### config.mk
export PLATFORM = sky130hd
export DESIGN_NAME = digital_axis_with_gravity_return
export DESIGN_NICKNAME = d
export VERILOG_FILES = /design/src/hw/rtl/dagr_pkg.sv /design/src/hw/rtl/digital_axis_with_gravity_return.sv /design/src/hw/rtl/dagr_cfg_regs.sv /design/src/hw/rtl/dagr_tick.sv
export SDC_FILE = /design/constraint.sdc
export NUM_CORES = 1
export LEC_CHECK = 0
export BUFFER_PORTS_ARGS = -buffer_cell sky130_fd_sc_hd__buf_2
export CORE_MARGIN = 8
export CORE_UTILIZATION = 35
export CTS_CLUSTER_SIZE = 40
export DETAILED_ROUTE_END_ITERATION = 10
export SLEW_MARGIN = 20
export SYNTH_ARGS = -nofsm -noshare
export SYNTH_HDL_FRONTEND = slang
export SYNTH_HIERARCHICAL = 1
export SYNTH_SLANG_ARGS = --single-unit
### constraint.sdc
create_clock -name aclk -period 11.8 [get_ports aclk]
set_input_delay 1.77 -clock aclk [delete_from_list [all_inputs] [get_ports aclk]]
set_output_delay 1.77 -clock aclk [all_outputs]
set_load 0.03 [all_outputs]
### src/hw/rtl/dagr_pkg.sv
// Shared types and constants for the digital axis with gravity return.
`timescale 1ns / 1ps

package dagr_pkg;

    localparam int KEY_W     = 2;
    localparam int DT_W      = 16;
    localparam int VALUE_W   = 16;
    localparam int STATUS_W  = 3;
    localparam int GRAVITY_W = 8;
    localparam int DZONE_W   = 15;
    localparam int CFG_IDX_W = 3;
    localparam int CFG_DAT_W = 15;
    localparam int IN_TDATA_W  = 24;
    localparam int OUT_TDATA_W = 24;

    // Full scale in Q2.14
    localparam logic signed [VALUE_W-1:0] AXIS_POS_ONE = 16'sd16384;
    localparam logic signed [VALUE_W-1:0] AXIS_NEG_ONE = -16'sd16384;

    localparam logic [CFG_IDX_W-1:0] CFG_GRAVITY_RATE  = 3'd0;
    localparam logic [CFG_IDX_W-1:0] CFG_ZERO_BAND     = 3'd1;
    localparam logic [CFG_IDX_W-1:0] CFG_STICK_MODE    = 3'd2;
    localparam logic [CFG_IDX_W-1:0] CFG_NEG_KEY_BOUND = 3'd3;
    localparam logic [CFG_IDX_W-1:0] CFG_POS_KEY_BOUND = 3'd4;

    typedef enum logic [STATUS_W-1:0] {
        ST_NEUTRAL      = 3'd0,
        ST_NEG_PRESSED  = 3'd1,
        ST_POS_PRESSED  = 3'd2,
        ST_NEG_REPEATED = 3'd3,
        ST_POS_REPEATED = 3'd4,
        ST_RELEASED     = 3'd5
    } axis_status_t;

    typedef enum logic [KEY_W-1:0] {
        LVL_NONE     = 2'd0,
        LVL_PRESSED  = 2'd1,
        LVL_RELEASED = 2'd2,
        LVL_REPEATED = 2'd3
    } key_level_t;

    typedef struct packed {
        logic [GRAVITY_W-1:0] gravity_rate;
        logic [DZONE_W-1:0]   zero_band;
        logic                 stick_mode;
        logic                 neg_key_bound;
        logic                 pos_key_bound;
    } cfg_t;

    typedef struct packed {
        key_level_t          neg_key_state;
        key_level_t          pos_key_state;
        logic [DT_W-1:0]     delta_time;
    } tick_t;

    typedef struct packed {
        axis_status_t               status;
        logic signed [VALUE_W-1:0]  value;
        logic                       signal_sent;
    } axis_state_t;

    typedef struct packed {
        logic signed [VALUE_W-1:0]  axis_value;
        axis_status_t               axis_status;
        logic                       pressed_flag;
        logic                       released_flag;
    } result_t;

endpackage

### src/hw/rtl/digital_axis_with_gravity_return.sv
// An accepted input is held in the input register; its result then goes to the
// output register, which drives m_tvalid. Throughput: one tick per cycle while
// m_tready is high; the input register feeds a single level of tick logic (one
// 8x16 multiply, one add and compare) into the output register.
// Reset: synchronous, active low; status neutral, value zero, one-shot latch
// clear, gravity and zero band zero, stick mode off, both keys bound.
`timescale 1ns / 1ps

module digital_axis_with_gravity_return
    import dagr_pkg::*;
(
    input  logic                   aclk,
    input  logic                   aresetn,
    // s_tdata: neg_key_state[1:0], pos_key_state[3:2], delta_time[19:4], zero pad
    input  logic                   s_tvalid,
    output logic                   s_tready,
    input  logic [IN_TDATA_W-1:0]  s_tdata,
    // m_tdata: axis_value[15:0], axis_status[18:16], pressed_flag[19],
    //          released_flag[20], zero pad
    output logic                   m_tvalid,
    input  logic                   m_tready,
    output logic [OUT_TDATA_W-1:0] m_tdata,
    input  logic                   cfg_valid,
    output logic                   cfg_ready,
    input  logic [CFG_IDX_W-1:0]   cfg_index,
    input  logic [CFG_DAT_W-1:0]   cfg_data
);

    cfg_t        cfg;
    tick_t       tick_reg;
    tick_t       tick_next;
    logic        in_valid_reg;
    logic        in_valid_next;
    axis_state_t state_reg;
    axis_state_t state_next;
    axis_state_t tick_state;
    result_t     tick_result;
    result_t     out_reg;
    result_t     out_next;
    logic        out_valid_reg;
    logic        out_valid_next;
    logic        s_xfer;
    logic        advance;

    dagr_cfg_regs u_cfg (
        .aclk      (aclk),
        .aresetn   (aresetn),
        .cfg_valid (cfg_valid),
        .cfg_ready (cfg_ready),
        .cfg_index (cfg_index),
        .cfg_data  (cfg_data),
        .cfg       (cfg)
    );

    dagr_tick u_tick (
        .cfg    (cfg),
        .tick   (tick_reg),
        .cur    (state_reg),
        .nxt    (tick_state),
        .result (tick_result)
    );

    assign advance  = in_valid_reg && (!out_valid_reg || m_tready);
    assign s_tready = !in_valid_reg || advance;
    assign s_xfer   = s_tvalid && s_tready;

    always_comb begin
        tick_next      = tick_reg;
        in_valid_next  = in_valid_reg;
        state_next     = state_reg;
        out_next       = out_reg;
        out_valid_next = out_valid_reg;
        if (advance) begin
            in_valid_next  = 1'b0;
            state_next     = tick_state;
            out_next       = tick_result;
            out_valid_next = 1'b1;
        end else if (m_tready) begin
            out_valid_next = 1'b0;
        end
        if (s_xfer) begin
            tick_next.neg_key_state = key_level_t'(s_tdata[1:0]);
            tick_next.pos_key_state = key_level_t'(s_tdata[3:2]);
            tick_next.delta_time    = s_tdata[19:4];
            in_valid_next           = 1'b1;
        end
    end

    always_ff @(posedge aclk) begin
        if (!aresetn) begin
            in_valid_reg          <= 1'b0;
            out_valid_reg         <= 1'b0;
            state_reg.status      <= ST_NEUTRAL;
            state_reg.value       <= '0;
            state_reg.signal_sent <= 1'b0;
        end else begin
            in_valid_reg  <= in_valid_next;
            out_valid_reg <= out_valid_next;
            state_reg     <= state_next;
        end
    end

    always_ff @(posedge aclk) begin
        tick_reg <= tick_next;
        out_reg  <= out_next;
    end

    assign m_tvalid = out_valid_reg;
    assign m_tdata  = {3'b000, out_reg.released_flag, out_reg.pressed_flag,
                       out_reg.axis_status, out_reg.axis_value};

endmodule

### src/hw/rtl/dagr_cfg_regs.sv
// Configuration register file for the axis block.
`timescale 1ns / 1ps

module dagr_cfg_regs
    import dagr_pkg::*;
(
    input  logic                 aclk,
    input  logic                 aresetn,
    input  logic                 cfg_valid,
    output logic                 cfg_ready,
    input  logic [CFG_IDX_W-1:0] cfg_index,
    input  logic [CFG_DAT_W-1:0] cfg_data,
    output cfg_t                 cfg
);

    cfg_t cfg_reg;
    cfg_t cfg_next;

    assign cfg_ready = 1'b1;
    assign cfg       = cfg_reg;

    always_comb begin
        cfg_next = cfg_reg;
        if (cfg_valid) begin
            unique case (cfg_index)
                CFG_GRAVITY_RATE:  cfg_next.gravity_rate  = cfg_data[GRAVITY_W-1:0];
                CFG_ZERO_BAND:     cfg_next.zero_band     = cfg_data[DZONE_W-1:0];
                CFG_STICK_MODE:    cfg_next.stick_mode    = cfg_data[0];
                CFG_NEG_KEY_BOUND: cfg_next.neg_key_bound = cfg_data[0];
                CFG_POS_KEY_BOUND: cfg_next.pos_key_bound = cfg_data[0];
                default: ;  // unmapped index: dropped
            endcase
        end
    end

    always_ff @(posedge aclk) begin
        if (!aresetn) begin
            cfg_reg.gravity_rate  <= '0;
            cfg_reg.zero_band     <= '0;
            cfg_reg.stick_mode    <= 1'b0;
            cfg_reg.neg_key_bound <= 1'b1;
            cfg_reg.pos_key_bound <= 1'b1;
        end else begin
            cfg_reg <= cfg_next;
        end
    end

endmodule

### src/hw/rtl/dagr_tick.sv
// Per-tick next-state logic: status machine, gravity decay and queries.
`timescale 1ns / 1ps

module dagr_tick
    import dagr_pkg::*;
(
    input  cfg_t        cfg,
    input  tick_t       tick,
    input  axis_state_t cur,
    output axis_state_t nxt,
    output result_t     result
);

    localparam int PROD_W = GRAVITY_W + DT_W;
    localparam int DEC_W  = PROD_W - 2;
    localparam int CMP_W  = PROD_W;

    logic [PROD_W-1:0]       product;
    logic [DEC_W-1:0]        decrement;
    logic signed [CMP_W-1:0] value_ext;
    logic signed [CMP_W-1:0] dec_ext;
    logic signed [CMP_W-1:0] dz_ext;
    logic signed [CMP_W-1:0] grav_sum;
    logic                    grav_snap;
    logic signed [VALUE_W-1:0] grav_value;
    logic                    neg_press;
    logic                    pos_press;

    // Gravity step, computed from the current value every tick
    always_comb begin
        product   = PROD_W'(cfg.gravity_rate) * PROD_W'(tick.delta_time);
        decrement = product[PROD_W-1:2];
        value_ext = CMP_W'(cur.value);
        dec_ext   = $signed({2'b00, decrement});
        dz_ext    = $signed({{(CMP_W-DZONE_W){1'b0}}, cfg.zero_band});
        if (cur.value < 0) begin
            grav_sum  = value_ext + dec_ext;
            grav_snap = (grav_sum >= -dz_ext);
        end else begin
            grav_sum  = value_ext - dec_ext;
            grav_snap = (grav_sum <= dz_ext);
        end
        // outside the zero band the sum stays within full scale
        grav_value = grav_snap ? '0 : grav_sum[VALUE_W-1:0];
    end

    assign neg_press = cfg.neg_key_bound && (tick.neg_key_state == LVL_PRESSED);
    assign pos_press = cfg.pos_key_bound && (tick.pos_key_state == LVL_PRESSED);

    always_comb begin
        nxt = cur;
        unique case (cur.status)
            ST_RELEASED: begin
                nxt.value       = grav_value;
                nxt.status      = grav_snap ? ST_NEUTRAL : ST_RELEASED;
                nxt.signal_sent = 1'b0;
                if (neg_press) begin
                    nxt.status = ST_NEG_PRESSED;
                    nxt.value  = AXIS_NEG_ONE;
                end else if (pos_press) begin
                    nxt.status = ST_POS_PRESSED;
                    nxt.value  = AXIS_POS_ONE;
                end
            end
            ST_NEUTRAL: begin
                if (neg_press) begin
                    nxt.status = ST_NEG_PRESSED;
                    nxt.value  = AXIS_NEG_ONE;
                end else if (pos_press) begin
                    nxt.status = ST_POS_PRESSED;
                    nxt.value  = AXIS_POS_ONE;
                end
            end
            ST_NEG_PRESSED: begin
                if (pos_press) begin
                    nxt.status = ST_POS_PRESSED;
                    nxt.value  = AXIS_POS_ONE;
                end else if (cfg.neg_key_bound) begin
                    if (cfg.stick_mode && tick.neg_key_state == LVL_REPEATED) begin
                        nxt.status = ST_NEG_REPEATED;
                        nxt.value  = AXIS_NEG_ONE;
                    end else if (tick.neg_key_state == LVL_RELEASED) begin
                        nxt.value       = grav_value;
                        nxt.status      = grav_snap ? ST_NEUTRAL : ST_RELEASED;
                        nxt.signal_sent = 1'b0;
                    end
                end
            end
            ST_POS_PRESSED: begin
                if (neg_press) begin
                    nxt.status = ST_NEG_PRESSED;
                    nxt.value  = AXIS_NEG_ONE;
                end else if (cfg.pos_key_bound) begin
                    if (cfg.stick_mode && tick.pos_key_state == LVL_REPEATED) begin
                        nxt.status = ST_POS_REPEATED;
                        nxt.value  = AXIS_POS_ONE;
                    end else if (tick.pos_key_state == LVL_RELEASED) begin
                        nxt.value       = grav_value;
                        nxt.status      = grav_snap ? ST_NEUTRAL : ST_RELEASED;
                        nxt.signal_sent = 1'b0;
                    end
                end
            end
            ST_POS_REPEATED: begin
                if (neg_press) begin
                    nxt.status = ST_NEG_PRESSED;
                    nxt.value  = AXIS_NEG_ONE;
                end else if (cfg.pos_key_bound && tick.pos_key_state == LVL_RELEASED) begin
                    nxt.value       = grav_value;
                    nxt.status      = grav_snap ? ST_NEUTRAL : ST_RELEASED;
                    nxt.signal_sent = 1'b0;
                end
            end
            ST_NEG_REPEATED: begin
                if (pos_press) begin
                    nxt.status = ST_POS_PRESSED;
                    nxt.value  = AXIS_POS_ONE;
                end else if (cfg.neg_key_bound && tick.neg_key_state == LVL_RELEASED) begin
                    nxt.value       = grav_value;
                    nxt.status      = grav_snap ? ST_NEUTRAL : ST_RELEASED;
                    nxt.signal_sent = 1'b0;
                end
            end
            default: ;
        endcase

        // Queries see the updated status; one-shot latch only without stick mode
        result.pressed_flag = 1'b0;
        unique case (nxt.status)
            ST_NEG_PRESSED, ST_POS_PRESSED: begin
                if (!nxt.signal_sent) begin
                    result.pressed_flag = 1'b1;
                    if (!cfg.stick_mode) begin
                        nxt.signal_sent = 1'b1;
                    end
                end
            end
            ST_NEG_REPEATED, ST_POS_REPEATED: result.pressed_flag = 1'b1;
            default: ;
        endcase

        result.released_flag = (nxt.status == ST_NEUTRAL) || (nxt.status == ST_RELEASED);
        result.axis_value    = nxt.value;
        result.axis_status   = nxt.status;
    end

endmodule

Yosys cells after proc, flatten, opt, wreduce, memory -nomap -nowiden
Cells that the tools add are included.
{ "totals": {"in_bits": 47, "ff_bits": 89, "output_inout_bits": 27} }
{ "op_classes": {"eq_ne": 20, "reduce_logical": 25, "multipliers": 1, "muxes": 37, "addsub": 3, "order_cmp": 3} }
{ "op_table": {"columns": ["cell", "n"], "rows": [
  ["$mux W19", 10],
  ["$mux W20", 6],
  ["$pmux W19 S6", 1],
  ["$mux W16", 2],
  ["$add A16 B23 Y24", 1],
  ["$ge A24 B24 Y1", 1],
  ["$le A24 B16 Y1", 1],
  ["$mul A8 B16 Y24", 1],
  ["$neg A15 Y24", 1],
  ["$sub A16 B23 Y24", 1],
  ["$eq A3 B2 Y1 const B", 6],
  ["$lt A16 B1 Y1 const B", 1],
  ["$eq A3 B3 Y1 const B", 5],
  ["$mux W1", 15],
  ["$reduce_and A2 Y1", 5],
  ["$eq A3 B1 Y1 const B", 3],
  ["$logic_not A3 Y1", 3],
  ["$eq A2 B2 Y1 const B", 4],
  ["$logic_and A1 B1 Y1", 8],
  ["$pmux W1 S5", 1],
  ["$eq A2 B1 Y1 const B", 2],
  ["$reduce_bool A2 Y1", 2],
  ["$reduce_or A2 Y1", 2],
  ["$logic_or A1 B1 Y1", 3],
  ["other kinds (3)", 4]
]} }

Longest topological paths before layout
Gate-level depths: netlist of run 1.
{ "logic_depth": {"ltp_word": 13, "depth_mapped": 42} }

Cells and area by module
Netlist of run 1, hierarchy kept.
{ "modules_own_cells": {"columns": ["module", "seq_area_each_um2", "area_per_inst_um2", "cells_each", "n_inst"], "rows": [
  ["dagr_tick", 0.0, 9076.2, 1186, 1],
  ["digital_axis_with_gravity_return", 1671.6, 2147.1, 142, 1],
  ["dagr_cfg_regs", 520.5, 1059.8, 109, 1]
]} }

Worst setup path before layout of run 1
No wires, ideal clock.
{ "synth_path": {"path_type": "reg-to-reg", "startpoint": "register tick_reg[5] (netlist name)", "endpoint": "register out_reg (netlist bit m_tdata[11]) (data pin)", "path_slack_ns": 2.990, "required_time_ns": 11.549, "arrival_time_ns": 8.559, "path_buffers": 3, "synth_period_minus_slack_ns": 8.810, "stages_incl_launch_ff": 37, "path_cell_list": "edfxtp_1 > and2_1 > fa_1 > inv_1 > fa_1 > inv_1 > fa_1 > inv_1 > fa_1 > inv_1 > ha_1 > nand2_1 > o21ai_0 > o41ai_1 > o21bai_1 > a21oi_1 > xnor2_1 > ha_1 > clkbuf_1 > a21o_1 > or3_1 > o31a_1 > a221oi_1 > o21ai_0 > o41ai_2 > o211ai_1 > ha_1 > nand4_1 > nor4_1 > nand3_1 > or3_1 > nand4_1 > nand2_1 > o211ai_4 > buf_8 > o221ai_2 > buf_4"} }
{ "synth_lines": {"columns": ["item", "line_no", "source"], "rows": [
  ["start, declared", "digital_axis_with_gravity_return.sv:30", "tick_t tick_reg;"],
  ["start signal, assigned", "digital_axis_with_gravity_return.sv:104", "tick_reg <= tick_next;"],
  ["end signal, assigned", "digital_axis_with_gravity_return.sv:105", "out_reg <= out_next;"],
  ["end, declared", "digital_axis_with_gravity_return.sv:38", "result_t out_reg;"]
]} }

==> results.md, run 1 <==
* Total global routing track utilization at 14.6%
* Crit end category: register
* Synth Area in Simple Gates at 21.3%
* Synthesized area per cell at 8.55 um2
* Largest register FFs at 26
* FF-to-FF Start: u_cfg/cfg[20]$_SDFFE_PN0P_
* Core Area at 0.0345 mm2
* Vias/cell at 5.19
* Share of the synthesized area in the top cell type at 14.0%
* Overflow after GRT at 0
* Number of cells on the critical path at 36
* Die Height at 203 um
* Max clock buf depth at 2
* Worst Path Max Fanout at 17
* Row cnt at 68
* Clock power share at 29.8%
* H-tree lvl count at 3
* Vias at 9900
* Peak supply drop at 0.0814 mV
* Hold WC Path Type: register to register
* Final setup fails at 0
* Worst-Skew Late Latency at 360 ps
* Buf/Inv on CP at 4
* Final Critical Period at 10620 ps
* Critical-path top delay cell: o41ai_1
* PortBufs at 65
* Skew final at 8.28 ps
* Switch Pwr at 0.000407 W
* WL met2 at 13500 um
* Cells after Synth at 1437
* GPL Wtd Cong at 0.902
* Routed WL per cell at 16.0 um
* Maxcap violations at 0
* Crit Path Category: register to register
* Worst reg2reg path depth at 36
* DRT iter0 DRCs at 515
* Multiplexer share of the synthesized area at 5.06%
* Critical path startpoint category: register
* Pwr dens at 83.6 mW/mm2
* Most frequent cells in the layout: nand2_1 (182), inv_1 (161), ha_1 (134)
* TritonCTS clock tree: yes
* Worst r2r dst: state_reg[9]$_SDFFE_PN0P_
* CTS sink count at 89
* Initial antenna violation count at 0
* Fmax at 0.0941 GHz
* Post-Route M1 WL at 15000 um
* Cell family with most CP delay: compound AO/OA/AOI/OAI gates
* FF/Latch Area at 0.00219 mm2
* DRT Wirelength at 30500 um
* Switch share at 37.0%
* Area growth syn-to-layout at 7.03%
* R2r setup slk at 1180 ps
* Fraction of registers with async set/reset at 0%
* TNS Setup at 0 ps
* Register area share after synthesis at 17.8%
* Post-synthesis register bit count at 89
* Most common cell after layout, fill and taps aside: nand2_1
* CTS Buf Count at 9
* RSZ-0062 raised after global routing: false
* I/O pin cnt at 74
* Slew @ Worst Pin at 943 ps
* Final Cell Area at 0.0131 mm2
* Area of the multi-input gates at 0.00907 mm2
* Max incr delay on CP at 650 ps
* Die X at 203 um
* Final hold viol count at 0
* Ant diodes at 0
* Clock-pin slew on the worst setup and hold paths at 70 ps
* Worst EP required at 12090 ps
* Worst Path Arrival at 10910 ps
* Largest net degree at the start of global routing at 85
* Drc violations at 0
* Final Max Tran Viols at 0
* Dpl hpwl at 24400 um
* Slack of the critical path at 1180 ps
* Placed instance area at 0.0128 mm2
* Mapped Area at 0.0123 mm2
* Initial Utilization at 35.6%
* Largest family of logic cells by synthesized area: adder cells
* Final cycle utilization of the critical path at 90.0%
* Clock Tree Root: clkbuf_16
* Highest metal used: met4
* Outcome: finished clean
* DIE AREA at 0.0413 mm2
* Synth top area cells: fa_1 (14%), ha_1 (14%), edfxtp_1 (10%)
* Dpl ws at 1280 ps
* DR pass1 iterations at 5
* Top_reg_cell synth: dfxtp_1
* EDFF count, synth at 41
* Synth Area in Compound Gates at 15.1%
* Reg power frac at 31.9%
* Synth warn at 6
* First-pass GRT wire length at 49200 um
* Synth Area in Adders at 27.7%
* Hold-fix buffers at CTS at 0
* Hold path cells at 2
* Internal Power at 0.000693 W
* Combinational fraction of design power at 38.2%
* FILL cells at 3579
* Cell accounting for the most synthesized area: fa_1
* WHS Endpoint: u_cfg/cfg[16]$_SDFFE_PN0P_
* Pleak at 5.91 nW
* Hold_sp: u_cfg/cfg[16]$_SDFFE_PN0P_
* Synth cell types at 86
* Setup bufs post-CTS at 0
* WL met3 at 1530 um
* Share of post-route cells with drive strength above 1 at 9.23%
* Slew headroom at 37.1%
* Final #Nets at 1714
* Vias in the first global route at 9655
* Post-Synth XOR/XNOR Area at 4.56%
* Final antenna-violating net count at 0
* Post_cts resized at 0
==> metal layers <==
metal  track usage, %  vias to the layer above
met2             23.1                      236
met4             3.70                        0
met5                0                        -
li1                 -                     4916
met1             20.2                     4710
met3             2.70                       38
==> cells in the mapped netlist (all sizes together), types with 38 or more instances <==
master / count
a21oi: 55
dfxtp: 48
nand2: 182
and2: 94
buf: 38
ha: 134
xnor2: 47
inv: 162
edfxtp: 41
mux2i: 61
nor2: 71
fa: 86
==> power by group through the flow <==
stage | logic [W] | clock network [W] | registers (W)
finish | 0.000420 | 0.000328 | 0.000351
detailed placement | 0.000417 | 0 | 0.000358
global placement | 0.000408 | 0 | 0.000358
global route | 0.000465 | 0.000351 | 0.000353
floorplan | 0.000312 | 0 | 0.000358
CTS | 0.000418 | 0.000340 | 0.000351
==> worst min-delay path: stages, from the launching register on <==
cell and delay (ps):
dfxtp_1 310, nand2_1 50, mux2i_1 50
==> cells by family after synthesis <==
logic type                 after synthesis
AOI/OAI and AO/OA                      253
xor gates and xnor gates                64
adders and majority gates              220
buffers and inverters                  236
DFF                                     89
muxes                                   62
other                                    2
and+or+nand+nor                        511
==> per-stage QoR <==
stage	utilization, %	total power [W]	hold slack, ps	cells
after CTS	38.1	0.00111	459	1907
after global routing	38.1	0.00117	483	1907
after detailed placement	37.1	0.000775	449	1891
final	38.1	0.00110	454	1907
after floorplan	-	0.000670	434	1439
after global placement	37.1	0.000766	446	1891
==> worst max-delay path by stage <==
stage / start / to / slack, ps
final: u_cfg/cfg[20]$_SDFFE_PN0P_ / state_reg[9]$_SDFFE_PN0P_ / 1180
after floorplan: tick_reg[5]$_DFFE_PP_ / m_tdata[11]$_DFFE_PP_ / 2990
after detailed placement: u_cfg/cfg[20]$_SDFFE_PN0P_ / state_reg[9]$_SDFFE_PN0P_ / 1280
after global placement: u_cfg/cfg[20]$_SDFFE_PN0P_ / state_reg[9]$_SDFFE_PN0P_ / 1370
after CTS: u_cfg/cfg[20]$_SDFFE_PN0P_ / state_reg[9]$_SDFFE_PN0P_ / 1220
after global routing: u_cfg/cfg[23]$_SDFFE_PN0P_ / state_reg[11]$_SDFFE_PN0P_ / 520
==> area by class of cell <==
cell class	count	area share, %
multi-input cells	1114	69.0
flip-flops and latches	89	16.7
inverters	163	4.65
well taps	455	4.33
repair buffers	70	2.76
clock buffers	15	2.53
clock inverters	1	0.0666
(Power assumes the default switching activity.)
==> run 2: changes to the inputs <==
Settings changed: CELL_PAD_IN_SITES_DETAIL_PLACEMENT set to 1, CELL_PAD_IN_SITES_GLOBAL_PLACEMENT set to 1, PLACE_DENSITY_LB_ADDON set to 0.1.
==> run 2 against run 1 <==
Against the previous run:
- sequential power barely moved
- combinational power increased by 1%
- critical endpoint unchanged
- utilization down 0.11 points
- highest routed layer unchanged
==> results.md, run 2 (synthesized netlist as in run 1, its figures left out) <==
* Final Critical Period at 10630 ps (+7.87 ps)
* Crit end category: register
* Final #Nets at 1716 (+0.12%)
* Critical path startpoint category: register
* First-pass GRT wire length at 55300 um (+12%)
* RSZ-0062 raised after global routing: false
* Total global routing track utilization at 16.6% (+2.0 points)
* Core Area at 0.0345 mm2 (unchanged)
* Initial antenna violation count at 0 (unchanged)
* Vias at 9817 (-0.84%)
* Die Height at 203 um (unchanged)
* Slew @ Worst Pin at 927 ps (-16.1 ps)
* Grt met1 use at 22.5% (+2.3 points)
* Final setup fails at 0 (unchanged)
* Clock Tree Root: clkbuf_16
* CP dominant cell by count: nand2_1
* Vias/cell at 5.14 (-0.94%)
* DRT Wirelength at 34100 um (+12%)
* Hold WC Path Type: register to register
* Largest register FFs at 26 (unchanged)
* Post_cts resized at 0 (unchanged)
* TNS Setup at 0 ps (unchanged)
* Setup bufs post-CTS at 0 (unchanged)
* Vias in the first global route at 10300 (+6.9%)
* Slack of the critical path at 1170 ps (-7.87 ps)
* Row cnt at 68 (unchanged)
* Fmax at 0.0941 GHz (about the same)
* Most frequent cells in the layout: nand2_1 (182), inv_1 (161), ha_1 (134)
* Hold-fix buffers at CTS at 0 (unchanged)
* Largest net degree at the start of global routing at 85 (unchanged)
* Crit Path Category: register to register
* Critical-path top delay cell: dfxtp_1
* Maxcap violations at 0 (unchanged)
* Routed WL per cell at 17.8 um (+11%)
* Pwr dens at 81.6 mW/mm2 (-2.4%)
* Peak supply drop at 0.0950 mV (+17%)
* GPL Wtd Cong at 0.844 (-6.4%)
* Grt met2 use at 26.7% (+3.6 points)
* Final hold viol count at 0 (unchanged)
* DIE AREA at 0.0413 mm2 (unchanged)
* Slew headroom at 38.2% (+1.1 points)
* CTS Buf Count at 9 (unchanged)
* Dpl ws at 1090 ps (-194 ps)
* Max incr delay on CP at 730 ps (+80 ps)
* Worst Path Max Fanout at 17 (unchanged)
* Final Util at 37.9% (-0.11 points)
* Final cycle utilization of the critical path at 90.1% (about the same)
* PortBufs at 65 (unchanged)
* GR peak layer: met2
* Worst Path Arrival at 10930 ps (+20 ps)
* Area growth syn-to-layout at 6.72%
* CTS sink count at 89 (unchanged)
* Ant diodes at 0 (unchanged)
* I/O pin cnt at 74 (unchanged)
* Worst EP required at 12100 ps (about the same)
* Skew final at 8.47 ps (+0.194 ps)
* Share of post-route cells with drive strength above 1 at 9.42% (+0.19 points)
* Initial Utilization at 35.6% (unchanged)
* TritonCTS clock tree: yes
* Overflow after GRT at 0 (unchanged)
* Drc violations at 0 (unchanged)
* M3 GR Usage at 2.51% (-0.19 points)
* Worst-Skew Late Latency at 370 ps (about the same)
* Die X at 203 um (unchanged)
* Dpl hpwl at 28100 um (+15%)
* DR pass1 iterations at 5 (unchanged)
* Pleak at 5.90 nW (-0.19%)
* Outcome: finished clean
* Most common cell after layout, fill and taps aside: nand2_1
* H-tree lvl count at 3 (unchanged)
* Clock-pin slew on the worst setup and hold paths at 70 ps (about the same)
* DRT iter0 DRCs at 374 (-27%)
* Final antenna-violating net count at 0 (unchanged)
* Final Max Tran Viols at 0 (unchanged)
* Max clock buf depth at 2 (unchanged)
## run 2: final timing paths
check / startpoint / slack (ps) / cells after the start / end
setup / recovery: u_cfg/cfg[20]$_SDFFE_PN0P_ / 1170 / 37 / state_reg[9]$_SDFFE_PN0P_
hold reg to reg: u_cfg/cfg[16]$_SDFFE_PN0P_ / 460 / 2 / u_cfg/cfg[16]$_SDFFE_PN0P_
hold / removal: u_cfg/cfg[16]$_SDFFE_PN0P_ / 460 / 2 / u_cfg/cfg[16]$_SDFFE_PN0P_
setup reg to reg: u_cfg/cfg[20]$_SDFFE_PN0P_ / 1170 / 37 / state_reg[9]$_SDFFE_PN0P_
## run 2: area by class of cell
| type | count | area [um2] |
|---|---|---|
| inverters | 163 | 612 |
| clock buffers | 11 | 254 |
| multi-input cells | 1114 | 9070 |
| well taps | 455 | 569 |
| repair buffers | 72 | 378 |
| flip-flops and latches | 89 | 2190 |
| fillers | 4151 | 21400 |
| clock inverters | 5 | 35.0 |
## run 2: per-layer routing
| metal | routed length, um | part of all wire, % | up-vias |
|---|---|---|---|
| met5 | 0 | 0 | - |
| met4 | 775 | 2.3 | 0 |
| met3 | 949 | 2.8 | 36 |
| met2 | 15600 | 46 | 107 |
| met1 | 16800 | 49 | 4756 |
| li1 | - | - | 4918 |
## run 2: worst max-delay path, delay by kind of cell, from the launching register on
kind	cells	cell delay [ps]
adder cells (fa/ha/maj)	7	3170
AND/OR/NAND/NOR	13	3060
AO/OA/AOI/OAI	11	2870
flip-flops	1	730
XOR/XNOR	2	420
buffers and inverters	3	150
multiplexers	1	150
## run 2: report_power, final
group	switching [W]	internal [W]
logic	0.000263	0.000163
registers	0.0000165	0.000335
clock network	0.000137	0.000157
## run 2: metrics by stage
stage,cell area (um2),hold WS [ps],instances,total power [W]
final,13100,460,1909,0.00107
after detailed placement,12800,455,1893,0.000787
after global routing,13100,479,1909,0.00115
after CTS,13100,465,1909,0.00109
after floorplan,12300,434,1439,0.000670
after global placement,12800,443,1893,0.000779
